===== config.mk =====
export PLATFORM = sky130hd
export DESIGN_NAME = rgba_pixel_combine
export DESIGN_NICKNAME = d
export VERILOG_FILES = /design/src/hdl/rpc_pkg.sv /design/src/hdl/rgba_pixel_combine.sv /design/src/hdl/rpc_div_cell.sv /design/src/hdl/rpc_front.sv
export SDC_FILE = /design/constraint.sdc
export NUM_CORES = 2
export LEC_CHECK = 0
export ABC_AREA = 1
export ABC_CLOCK_PERIOD_IN_PS = 25600
export BUFFER_PORTS_ARGS = -buffer_cell sky130_fd_sc_hd__buf_2
export CAP_MARGIN = 10
export CORE_ASPECT_RATIO = 0.9
export CORE_UTILIZATION = 35
export CTS_CLUSTER_DIAMETER = 150
export DETAILED_ROUTE_END_ITERATION = 10
export HOLD_SLACK_MARGIN = 0.08
export SLEW_MARGIN = 40
export SYNTH_ARGS = -nofsm -noshare
export SYNTH_HDL_FRONTEND = slang
export SYNTH_SLANG_ARGS = --single-unit

===== constraint.sdc =====
create_clock -name clock -period 25.6 [get_ports clock]
set_input_delay 2.56 -clock clock [delete_from_list [all_inputs] [get_ports clock]]
set_output_delay 2.56 -clock clock [all_outputs]
set_load 0.005 [all_outputs]

===== src/hdl/rpc_pkg.sv =====
// ----------------------------------------------------------------------------
// rpc_pkg
// Shared types, mode codes and the divide-by-255 helper for the RGBA pixel
// combiner.
// ----------------------------------------------------------------------------
package rpc_pkg;

   // number of quotient bits, one per divider cell
   localparam int unsigned DIV_BITS = 8;
   localparam logic [7:0]  CH_MAX   = 8'hff;
   localparam logic [7:0]  CH_ZERO  = 8'h00;

   typedef enum logic [1:0] {
      MODE_BLEND   = 2'd0,
      MODE_DARKEN  = 2'd1,
      MODE_LIGHTEN = 2'd2,
      MODE_PASS    = 2'd3
   } mode_type;

   // red in the lowest byte, so the struct lines up with the tdata packing
   typedef struct packed {
      logic [7:0] alpha;
      logic [7:0] blue;
      logic [7:0] green;
      logic [7:0] red;
   } pix_type;

   // pixel that leaves the block, or the alpha/divisor when use_div is set
   typedef struct packed {
      logic    use_div;
      pix_type pix;
   } side_type;

   // one channel of the restoring divider: remainder and shifting low bits
   typedef struct packed {
      logic [7:0] rem;
      logic [7:0] low;
   } div_type;

   // word moved from cell to cell
   typedef struct packed {
      side_type          side;
      logic [2:0]        sat;
      div_type [2:0]     chan;
   } cell_type;

   // floor(v / 255) for v below 255*65025: reciprocal estimate by 257/65536,
   // which never overshoots, then one compare and step up
   function automatic logic [15:0] div255(input logic [23:0] v);
      logic [32:0] p;
      logic [15:0] q;
      logic [23:0] r;
      p = ({9'd0, v} << 8) + {9'd0, v};
      q = p[31:16];
      r = v - (({8'd0, q} << 8) - {8'd0, q});
      return (r >= 24'd255) ? q + 16'd1 : q;
   endfunction

endpackage


===== src/hdl/rgba_pixel_combine.sv =====
// ----------------------------------------------------------------------------
// rgba_pixel_combine
// Combines an RGBA destination pixel with a source pixel (alpha-over) or a
// factor (darken, lighten) or passes it on; one word per cycle while not stalled.
// ----------------------------------------------------------------------------
// Path: a word accepted on req passes 6 front stages, 8 divider cells and
//   1 output register before it shows on rsp_tvalid.
// Throughput: one word per cycle while the output is not stalled; the 8-cell
//   un-premultiply divider chain is fully pipelined: it sets depth, not rate.
// Reset: synchronous, active high; empties every stage, nothing to clear.
// ----------------------------------------------------------------------------
module rgba_pixel_combine
   import rpc_pkg::*;
(
   input  logic        clock,
   input  logic        reset,
   input  logic        req_tvalid,
   output logic        req_tready,
   // tdata: dst_red, dst_green, dst_blue, dst_alpha, src_red, src_green,
   //        src_blue, src_alpha, factor (lowest bit up)
   input  logic [71:0] req_tdata,
   // tuser: mode
   input  logic [1:0]  req_tuser,
   output logic        rsp_tvalid,
   input  logic        rsp_tready,
   // tdata: out_red, out_green, out_blue, out_alpha (lowest bit up)
   output logic [31:0] rsp_tdata
);

   logic     [DIV_BITS:0] cv;
   logic     [DIV_BITS:0] cr;
   cell_type [DIV_BITS:0] cw;

   logic     rsp_tvalid_ff;
   pix_type  rsp_pix_ff;
   pix_type  rsp_pix_in;
   logic     out_en;

   rpc_front u_front (
      .clock     (clock),
      .reset     (reset),
      .in_valid  (req_tvalid),
      .in_ready  (req_tready),
      .mode      (req_tuser),
      .dst       (pix_type'(req_tdata[31:0])),
      .src       (pix_type'(req_tdata[63:32])),
      .factor    (req_tdata[71:64]),
      .out_valid (cv[0]),
      .out_ready (cr[0]),
      .out_word  (cw[0])
   );

   // divider chain, one quotient bit per cell
   for (genvar k = 0; k < DIV_BITS; k++) begin : g_cell
      rpc_div_cell u_cell (
         .clock     (clock),
         .reset     (reset),
         .in_valid  (cv[k]),
         .in_ready  (cr[k]),
         .in_word   (cw[k]),
         .out_valid (cv[k+1]),
         .out_ready (cr[k+1]),
         .out_word  (cw[k+1])
      );
   end

   assign out_en        = !rsp_tvalid_ff || rsp_tready;
   assign cr[DIV_BITS]  = out_en;

   // pick the quotient or the bypass pixel
   always_comb begin
      rsp_pix_in = cw[DIV_BITS].side.pix;
      if (cw[DIV_BITS].side.use_div) begin
         rsp_pix_in.red   = cw[DIV_BITS].sat[0] ? CH_MAX : cw[DIV_BITS].chan[0].low;
         rsp_pix_in.green = cw[DIV_BITS].sat[1] ? CH_MAX : cw[DIV_BITS].chan[1].low;
         rsp_pix_in.blue  = cw[DIV_BITS].sat[2] ? CH_MAX : cw[DIV_BITS].chan[2].low;
      end
   end

   always_ff @(posedge clock) begin
      if (reset) begin
         rsp_tvalid_ff <= 1'b0;
      end else if (out_en) begin
         rsp_tvalid_ff <= cv[DIV_BITS];
      end
   end

   always_ff @(posedge clock) begin
      if (out_en) begin
         rsp_pix_ff <= rsp_pix_in;
      end
   end

   assign rsp_tvalid = rsp_tvalid_ff;
   assign rsp_tdata  = rsp_pix_ff;

endmodule


===== src/hdl/rpc_div_cell.sv =====
// ----------------------------------------------------------------------------
// rpc_div_cell
// One step of the restoring divider: produces one quotient bit per colour
// channel and hands the word on to the next cell.
// ----------------------------------------------------------------------------
module rpc_div_cell
   import rpc_pkg::*;
(
   input  logic     clock,
   input  logic     reset,
   input  logic     in_valid,
   output logic     in_ready,
   input  cell_type in_word,
   output logic     out_valid,
   input  logic     out_ready,
   output cell_type out_word
);

   logic     valid_ff;
   cell_type word_ff;
   cell_type word_in;

   assign in_ready = !valid_ff || out_ready;

   // shift in the next dividend bit, subtract the divisor where it fits
   always_comb begin
      logic [8:0] part;
      logic       fits;
      word_in = in_word;
      for (int i = 0; i < 3; i++) begin
         part = {in_word.chan[i].rem, in_word.chan[i].low[7]};
         fits = part >= {1'b0, in_word.side.pix.alpha};
         word_in.chan[i].rem = fits ? 8'(part - {1'b0, in_word.side.pix.alpha})
                                    : part[7:0];
         word_in.chan[i].low = {in_word.chan[i].low[6:0], fits};
      end
   end

   always_ff @(posedge clock) begin
      if (reset) begin
         valid_ff <= 1'b0;
      end else if (in_ready) begin
         valid_ff <= in_valid;
      end
   end

   always_ff @(posedge clock) begin
      if (in_ready) begin
         word_ff <= word_in;
      end
   end

   assign out_valid = valid_ff;
   assign out_word  = word_ff;

endmodule


===== src/hdl/rpc_front.sv =====
// ----------------------------------------------------------------------------
// rpc_front
// Six-stage front end: products, divisions by 255, mode selection and the
// set-up of the divider word for the un-premultiply.
// ----------------------------------------------------------------------------
module rpc_front
   import rpc_pkg::*;
(
   input  logic       clock,
   input  logic       reset,
   input  logic       in_valid,
   output logic       in_ready,
   input  logic [1:0] mode,
   input  pix_type    dst,
   input  pix_type    src,
   input  logic [7:0] factor,
   output logic       out_valid,
   input  logic       out_ready,
   output cell_type   out_word
);

   typedef struct packed {
      mode_type          mode;
      pix_type           dst;
      pix_type           src;
      logic [2:0][15:0]  dp;
      logic [2:0][15:0]  ss;
      logic [2:0][15:0]  df;
      logic [15:0]       nap;
   } st1_type;

   typedef struct packed {
      side_type          side;
      logic [2:0][23:0]  x;
      logic [2:0][15:0]  ss;
   } st2_type;

   typedef struct packed {
      side_type          side;
      logic [2:0][15:0]  xq;
      logic [2:0][15:0]  ss;
   } st3_type;

   typedef struct packed {
      side_type          side;
      logic [2:0][16:0]  sum;
   } st4_type;

   typedef struct packed {
      side_type          side;
      logic [2:0][7:0]   t;
   } st5_type;

   logic [5:0] valid_ff;
   logic [5:0] en;
   st1_type    s1_ff, s1_in;
   st2_type    s2_ff, s2_in;
   st3_type    s3_ff, s3_in;
   st4_type    s4_ff, s4_in;
   st5_type    s5_ff, s5_in;
   cell_type   s6_ff, s6_in;

   // stage ready chain: a stage moves when it is empty or its successor moves
   always_comb begin
      en[5] = !valid_ff[5] || out_ready;
      for (int k = 4; k >= 0; k--) begin
         en[k] = !valid_ff[k] || en[k+1];
      end
   end
   assign in_ready = en[0];

   // stage 1: the 8x8 products
   always_comb begin
      logic [2:0][7:0] dc;
      logic [2:0][7:0] sc;
      dc = {dst.blue, dst.green, dst.red};
      sc = {src.blue, src.green, src.red};
      s1_in.mode = mode_type'(mode);
      s1_in.dst  = dst;
      s1_in.src  = src;
      for (int i = 0; i < 3; i++) begin
         s1_in.dp[i] = {8'd0, dc[i]} * {8'd0, dst.alpha};
         s1_in.ss[i] = {8'd0, sc[i]} * {8'd0, src.alpha};
         s1_in.df[i] = {8'd0, dc[i]} * {8'd0, factor};
      end
      s1_in.nap = {8'd0, src.alpha} * {8'd0, CH_MAX - dst.alpha};
   end

   // stage 2: destination term of alpha-over, new alpha, darken and lighten
   always_comb begin
      logic [2:0][7:0] dc;
      logic [2:0][7:0] dd;
      logic [2:0][7:0] dk;
      logic [2:0][7:0] lt;
      logic [15:0]     q;
      logic [8:0]      up;
      logic [7:0]      na;
      logic [7:0]      sa;
      logic [7:0]      da;
      dc = {s1_ff.dst.blue, s1_ff.dst.green, s1_ff.dst.red};
      sa = s1_ff.src.alpha;
      da = s1_ff.dst.alpha;
      for (int i = 0; i < 3; i++) begin
         q     = div255({8'd0, s1_ff.df[i]});
         dd[i] = q[7:0];
         dk[i] = dc[i] - dd[i];
         up    = {1'b0, dc[i]} + {1'b0, dd[i]};
         lt[i] = up[8] ? CH_MAX : up[7:0];
         s2_in.x[i] = {8'd0, s1_ff.dp[i]} * {16'd0, CH_MAX - sa};
      end
      q  = div255({8'd0, s1_ff.nap});
      na = da + q[7:0];
      s2_in.ss           = s1_ff.ss;
      s2_in.side.use_div = 1'b0;
      s2_in.side.pix     = s1_ff.dst;
      unique case (s1_ff.mode)
         MODE_BLEND: begin
            priority if (sa == CH_ZERO) begin
               s2_in.side.pix = s1_ff.dst;
            end else if (sa == CH_MAX || da == CH_ZERO) begin
               s2_in.side.pix = s1_ff.src;
            end else begin
               s2_in.side.use_div   = 1'b1;
               s2_in.side.pix.alpha = na;
            end
         end
         MODE_DARKEN: begin
            s2_in.side.pix.red   = dk[0];
            s2_in.side.pix.green = dk[1];
            s2_in.side.pix.blue  = dk[2];
         end
         MODE_LIGHTEN: begin
            s2_in.side.pix.red   = lt[0];
            s2_in.side.pix.green = lt[1];
            s2_in.side.pix.blue  = lt[2];
         end
         MODE_PASS: begin
            s2_in.side.pix = s1_ff.dst;
         end
         default: begin
            s2_in.side.pix = s1_ff.dst;
         end
      endcase
   end

   // stage 3: scale the destination term down by 255
   always_comb begin
      s3_in.side = s2_ff.side;
      s3_in.ss   = s2_ff.ss;
      for (int i = 0; i < 3; i++) begin
         s3_in.xq[i] = div255(s2_ff.x[i]);
      end
   end

   // stage 4: add the source term
   always_comb begin
      s4_in.side = s3_ff.side;
      for (int i = 0; i < 3; i++) begin
         s4_in.sum[i] = {1'b0, s3_ff.ss[i]} + {1'b0, s3_ff.xq[i]};
      end
   end

   // stage 5: premultiplied channel t, kept to 8 bits
   always_comb begin
      logic [15:0] q;
      s5_in.side = s4_ff.side;
      for (int i = 0; i < 3; i++) begin
         q           = div255({7'd0, s4_ff.sum[i]});
         s5_in.t[i]  = q[7:0];
      end
   end

   // stage 6: dividend t*255; a high byte not below the divisor saturates
   always_comb begin
      logic [15:0] dvd;
      s6_in.side = s5_ff.side;
      for (int i = 0; i < 3; i++) begin
         dvd               = ({8'd0, s5_ff.t[i]} << 8) - {8'd0, s5_ff.t[i]};
         s6_in.sat[i]      = dvd[15:8] >= s5_ff.side.pix.alpha;
         s6_in.chan[i].rem = dvd[15:8];
         s6_in.chan[i].low = dvd[7:0];
      end
   end

   always_ff @(posedge clock) begin
      if (reset) begin
         valid_ff <= '0;
      end else begin
         if (en[0]) valid_ff[0] <= in_valid;
         for (int k = 1; k < 6; k++) begin
            if (en[k]) valid_ff[k] <= valid_ff[k-1];
         end
      end
   end

   always_ff @(posedge clock) begin
      if (en[0]) s1_ff <= s1_in;
      if (en[1]) s2_ff <= s2_in;
      if (en[2]) s3_ff <= s3_in;
      if (en[3]) s4_ff <= s4_in;
      if (en[4]) s5_ff <= s5_in;
      if (en[5]) s6_ff <= s6_in;
   end

   assign out_valid = valid_ff[5];
   assign out_word  = s6_ff;

endmodule


# Word level (Yosys, flattened, before mapping)
# Index checks and enable logic that the tools add are counted.
dict set report totals {
  register_bits 1428
  inputBits 78
  out_inout_bits 34
  word_cells 391
}
dict set report op_classes {
  n_addsub 76
  mul 13
  order_cmp 37
  n_eq_ne 4
  muxes 44
  bitwise_logic 1
  reduce_logical 35
}
# operator count
set op_table {}
lappend op_table {{$mux 8} 36}
lappend op_table {{$ge 24x8->1 const B} 10}
lappend op_table {{$ge 9x8->1} 24}
lappend op_table {{$sub 8x8->8} 24}
lappend op_table {{$mul 8x8->16} 10}
lappend op_table {{$add 24x16->25} 4}
lappend op_table {{$add 32x24->32} 3}
lappend op_table {{$pmux 24 s4} 1}
lappend op_table {{$sub 16x24->24} 4}
lappend op_table {{$add 25x17->26} 3}
lappend op_table {{$mul 16x8->24} 3}
lappend op_table {{$sub 17x24->24} 3}
lappend op_table {{$sub 17x9->18} 4}
lappend op_table {{$sub 24x16->24} 3}
lappend op_table {{$sub 24x24->24} 3}
lappend op_table {{$sub 18x10->19} 3}
lappend op_table {{$add 8x1->8 const B} 7}
lappend op_table {{$add 16x16->17} 3}
lappend op_table {{$add 16x1->16 const B} 3}
lappend op_table {{$mux 16} 3}
lappend op_table {{$mux 24} 2}
lappend op_table {{$sub 16x8->16} 3}
lappend op_table {{$mux 32} 1}
lappend op_table {{$add 8x8->9} 3}
lappend op_table {{other kinds (13)} 47}

# Longest topological paths before layout
dict set report depth {
  ltp_word 16
  depth_mapped 52
  mapped_depth_nobuf 52
}

# By module
# From an unflattened synthesis, not the netlist that was laid out.
dict set report unflattened {
  cells_unflattened 13120
  area_unflattened_um2 117118.6
}
# module n_inst cells_each area_per_inst_um2 seq_area_each_um2
set modules_own_cells {}
lappend modules_own_cells {rpc_front 1 9790 82012.4 22131.2}
lappend modules_own_cells {rpc_div_cell 8 402 4221.5 2542.4}
lappend modules_own_cells {rgba_pixel_combine 1 114 1333.8 980.9}

# Worst setup path before layout
# No wires, ideal clock.
dict set report synth_timing {
  path_type {input-to-output}
  start {in rsp_tready}
  end {out req_tready}
  arrival_time_ns 17.547
  t_required_ns 23.040
  slack_ns 5.493
  path_stages 20
  path_buffers 0
  path_cell_list {nor2_1 > inv_2 > nor2_1 > inv_2 > nor2_1 > inv_2 > nor2_1 > inv_1 > nor2_1 > inv_2 > nor2_2 > nand2_2 > nor2_4 > nand2_2 > nor2_2 > nand2_2 > nor2_4 > nand2_2 > nor2_2 > nand2_1}
}
dict set report synth_between {
  elab_chain_cells 15
}
# element line
set synth_lines {}
lappend synth_lines {{start, declared} rgba_pixel_combine.sv:25} ;# input logic rsp_tready,
lappend synth_lines {{$logic_or 1x1->1} rgba_pixel_combine.sv:67} ;# assign out_en = !rsp_tvalid_ff || rsp_tready;
lappend synth_lines {{via g_cell[7].u_cell.out_ready} rpc_div_cell.sv:15} ;# input logic out_ready,
lappend synth_lines {{$logic_or 1x1->1} rpc_div_cell.sv:23} ;# assign in_ready = !valid_ff || out_ready;
lappend synth_lines {{via g_cell[6].u_cell.out_ready} rpc_div_cell.sv:15}
lappend synth_lines {{$logic_or 1x1->1} rpc_div_cell.sv:23}
lappend synth_lines {{via g_cell[5].u_cell.out_ready} rpc_div_cell.sv:15}
lappend synth_lines {{$logic_or 1x1->1} rpc_div_cell.sv:23}
lappend synth_lines {{via g_cell[4].u_cell.out_ready} rpc_div_cell.sv:15}
lappend synth_lines {{[1 not listed]} n/a}
lappend synth_lines {{via g_cell[3].u_cell.out_ready} rpc_div_cell.sv:15}
lappend synth_lines {{[2 not listed]} n/a}
lappend synth_lines {{via g_cell[1].u_cell.out_ready} rpc_div_cell.sv:15}
lappend synth_lines {{$logic_or 1x1->1 (2 in series)} rpc_div_cell.sv:23}
lappend synth_lines {{via g_cell[0].u_cell.in_ready} rpc_div_cell.sv:12} ;# output logic in_ready,
lappend synth_lines {{$logic_or 1x1->1} rpc_front.sv:65} ;# en[5] = !valid_ff[5] || out_ready;
lappend synth_lines {{$logic_or 1x1->1} rpc_front.sv:67} ;# en[k] = !valid_ff[k] || en[k+1];
lappend synth_lines {{via u_front.en[4]} rpc_front.sv:55} ;# logic [5:0] en;
lappend synth_lines {{$logic_or 1x1->1 (2 in series)} rpc_front.sv:67}
lappend synth_lines {{via u_front.en[2]} rpc_front.sv:55}
lappend synth_lines {{$logic_or 1x1->1 (2 in series)} rpc_front.sv:67}
lappend synth_lines {{end, declared} rgba_pixel_combine.sv:18} ;# output logic req_tready,
# The timed path passes the listed nets, and every way through them passes these cells.

# Worst setup path in the final report
# Ends and elaborated chain as after synthesis.

==> impl_metrics.json <==
{
  "outcome": "finished clean",
  "avgRoutedWirePerCell_um": 15.64,
  "avgViaCountPerCell": 4.768,
  "tightest_slew_ps": 893.8,
  "fill_cells": 31218,
  "fp.coreArea_um2": 314700,
  "relSlewSlack_pct": 40.42,
  "dieArea_um2": 319700,
  "cts_tree": "built",
  "cts_root_buf": "clkbuf_16",
  "grt_pass1_vias": 74447,
  "synth_cells": 11842,
  "fmax_ghz": 0.09189,
  "ff_latch_area_um2": 42730,
  "globalRouteOverflowTotal": 0,
  "rows": 195,
  "wl_mm": 253.0,
  "area_growth_pct": 9.156,
  "cts_hold_buf": 0,
  "end_kind": "output pin",
  "synth.distinct_cells": 75,
  "tns_ps": 0,
  "whs_ps": 378.5,
  "grt_pass1_wl_mm": 404.0,
  "cts.sinks": 1428,
  "ys_seq_area_share_pct": 38.46,
  "startpoint_type": "input pin",
  "drv_slew": 0,
  "clk_pin_slew_ps": 60,
  "yosys_warnings": 0,
  "cp.required_ps": 23040,
  "critPathMaxFanout": 86,
  "rsz0062_at_grt": "false",
  "drc_errors": 0,
  "io-pin-count": 112,
  "ant_nets": 0,
  "die_h_um": 536.5,
  "clk_path_buf_depth": 4,
  "cts_resized": 0,
  "criticalPathCategory": "input pin to output pin",
  "fin_crit_ps": 10880,
  "syn-cell-area_um2": 111100,
  "dr.pass1.iters": 9,
  "final_util_pct": 38.53,
  "grt_util_all_layers_pct": 15.66,
  "cap_viol_max_count": 0,
  "syn_nets": 13757,
  "worstHoldPathType": "flop to flop",
  "dr.first_iter.drc_count": 4753,
  "layout-drive-gt1-share_pct": 5.028,
  "fin_worst_skew_ps": 68.61,
  "h-tree-depth": 4,
  "synth_top_flop_cell": "edfxtp_1",
  "antenna_found_initial": 17,
  "ys_ff_latch": 1428,
  "cts_setup_buffers": 0,
  "arrival_ps": 8320,
  "clk_latency_ps": 810,
  "dp_hpwl_mm": 197.9,
  "syn_avg_cell_area_um2": 9.381,
  "numCtsBuffers": 149,
  "chipWidth_um": 595.9,
  "via_count": 77113,
  "hold_violations": 0,
  "place_congestion": 0.9007,
  "start_util_pct": 35.30,
  "grt_max_degree": 101,
  "setup_viol": 0,
  "synth_edf_count": 1413,
  "fin_nets": 13843,
  "multiInputGateArea_um2": 59420,
  "synthArstFlopShare_pct": 0,
  "portBuffers": 111,
  "period_share_pct": 42.51
}
## cell usage in the layout, fill, tap and decap left out, types with 17 or more instances in the layout
cell | netlist | routed
nor4_1 | 22 | 22
xor2_1 | 432 | 430
a211oi_1 | 30 | 30
clkinv_2 | 1 | 24
a31oi_1 | 21 | 21
nand3b_1 | 32 | 32
o21ai_2 | 17 | 17
nor2_1 | 967 | 966
fa_1 | 674 | 674
nand2_1 | 2281 | 2280
o21bai_1 | 60 | 60
clkinv_1 | 7 | 33
o2111ai_1 | 27 | 27
inv_2 | 32 | 31
inv_1 | 2115 | 2108
clkbuf_16 | 0 | 151
o21a_1 | 21 | 21
ha_1 | 1163 | 1163
nand2_2 | 33 | 30
o21ai_0 | 364 | 364
nand3_1 | 300 | 300
buf_2 | 9 | 114
a21oi_1 | 791 | 791
o21ai_1 | 33 | 33
o211ai_1 | 30 | 30
nand4_1 | 176 | 176
nor2_2 | 24 | 25
edfxtp_1 | 1413 | 1413
buf_4 | 5 | 49
xnor2_1 | 239 | 239
a21o_1 | 39 | 39
nor3_1 | 66 | 66
## critical path: stages
cell and delay (ps):
buf_2 100, nor2_1 140, inv_2 280, nor2_1 210
inv_2 50, nor2_1 140, clkinv_2 80, buf_6 280
nor2_1 230, clkinv_2 530, nor2_1 310, clkinv_2 430
nor2_2 330, nand2_4 220, nor2_4 190, nand2_4 220
nor2_2 210, nand2_2 60, buf_4 340, nor2_4 270
nand2_8 300, nor2_2 420, nand2_4 100, buf_2 210
## final timing paths
check / depth (start not counted) / end / startpoint / slack (ps)
max: 24 / req_tready / rsp_tready / 14720
min: 0 / u_front.s5_ff[25] / u_front.s4_ff[52] / 380
max reg2reg: 44 / u_front.s2_ff[143] / u_front.s1_ff[62] / 17730
min reg2reg: 0 / u_front.s5_ff[25] / u_front.s4_ff[52] / 380
## layout make-up
type | count | share of cell area, %
Tap cell | 4137 | 4.269
Sequential cell | 1428 | 35.24
Timing Repair Buffer | 170 | 0.8523
Clock buffer | 170 | 3.200
Inverter | 2155 | 6.685
Antenna cell | 3 | 0.006191
Clock inverter | 85 | 0.7522
Multi-Input combinational cell | 8024 | 49.00
## logic make-up (layout without fill, tap and decap cells)
logic type,count (synthesis),count (layout),share of synthesized area [%]
xor+xnor,675,675,5.369
fa+ha+maj,1837,1837,25.24
flops,1428,1428,38.46
simple gates,4010,4010,15.23
other cells,0,3,0
compound gates,1502,1502,7.573
buf+inv,2390,2580,8.118
## per-stage QoR
| step | std cells | worst slack, ps | instance area [µm²] |
|---|---|---|---|
| after floorplan | 11842 | 5493 | 111100 |
| after global placement | 15906 | 13850 | 116300 |
| after detailed placement | 15913 | 14560 | 116400 |
| after CTS | 16168 | 14550 | 121200 |
| after global routing | 16170 | 14010 | 121300 |
| final | 16172 | 14720 | 121300 |
## synth_stat cells, drive strengths merged (27+ instances only)
library cell,instances,area [µm²]
buf,34,165.2
nor2,1006,3958
clkbuf,201,763.2
ha,1163,14550
edfxtp,1413,42430
nand3b,32,240.2
inv,2147,8059
nand4,178,1135
o21bai,64,495.5
a21oi,799,4036
o211ai,31,237.7
fa,674,13490
xnor2,239,2093
nand3,323,1784
o21ai,415,2152
xor2,436,3871
nand2,2327,8915
a21o,39,292.8
nor3,76,430.4
o2111ai,27,236.5
a211oi,30,225.2
## flip-flops by register name, summed over array words and instances, names as in the netlist
signal / cells
rsp_tvalid: 1
g_cell.u_cell.out_word: 648
u_front.s3_ff: 129
g_cell.u_cell.out_valid: 8
u_front.s5_ff: 57
u_front.s4_ff: 84
u_front.s1_ff: 226
u_front.valid_ff: 6
u_front.out_word: 84
rsp_tdata: 32
u_front.s2_ff: 153
## metal layers
layer | part of all wire, % | track usage (%) | vias up
li1 | - | - | 38834
met1 | 48 | 22.00 | 36334
met2 | 45 | 25.76 | 1609
met3 | 4.8 | 1.857 | 334
met4 | 2.3 | 3.724 | 2
met5 | 0.0051 | 0 | -
Power is not shown: default switching activity piles up to over one toggle a cycle in this logic, so the estimate is an artifact.
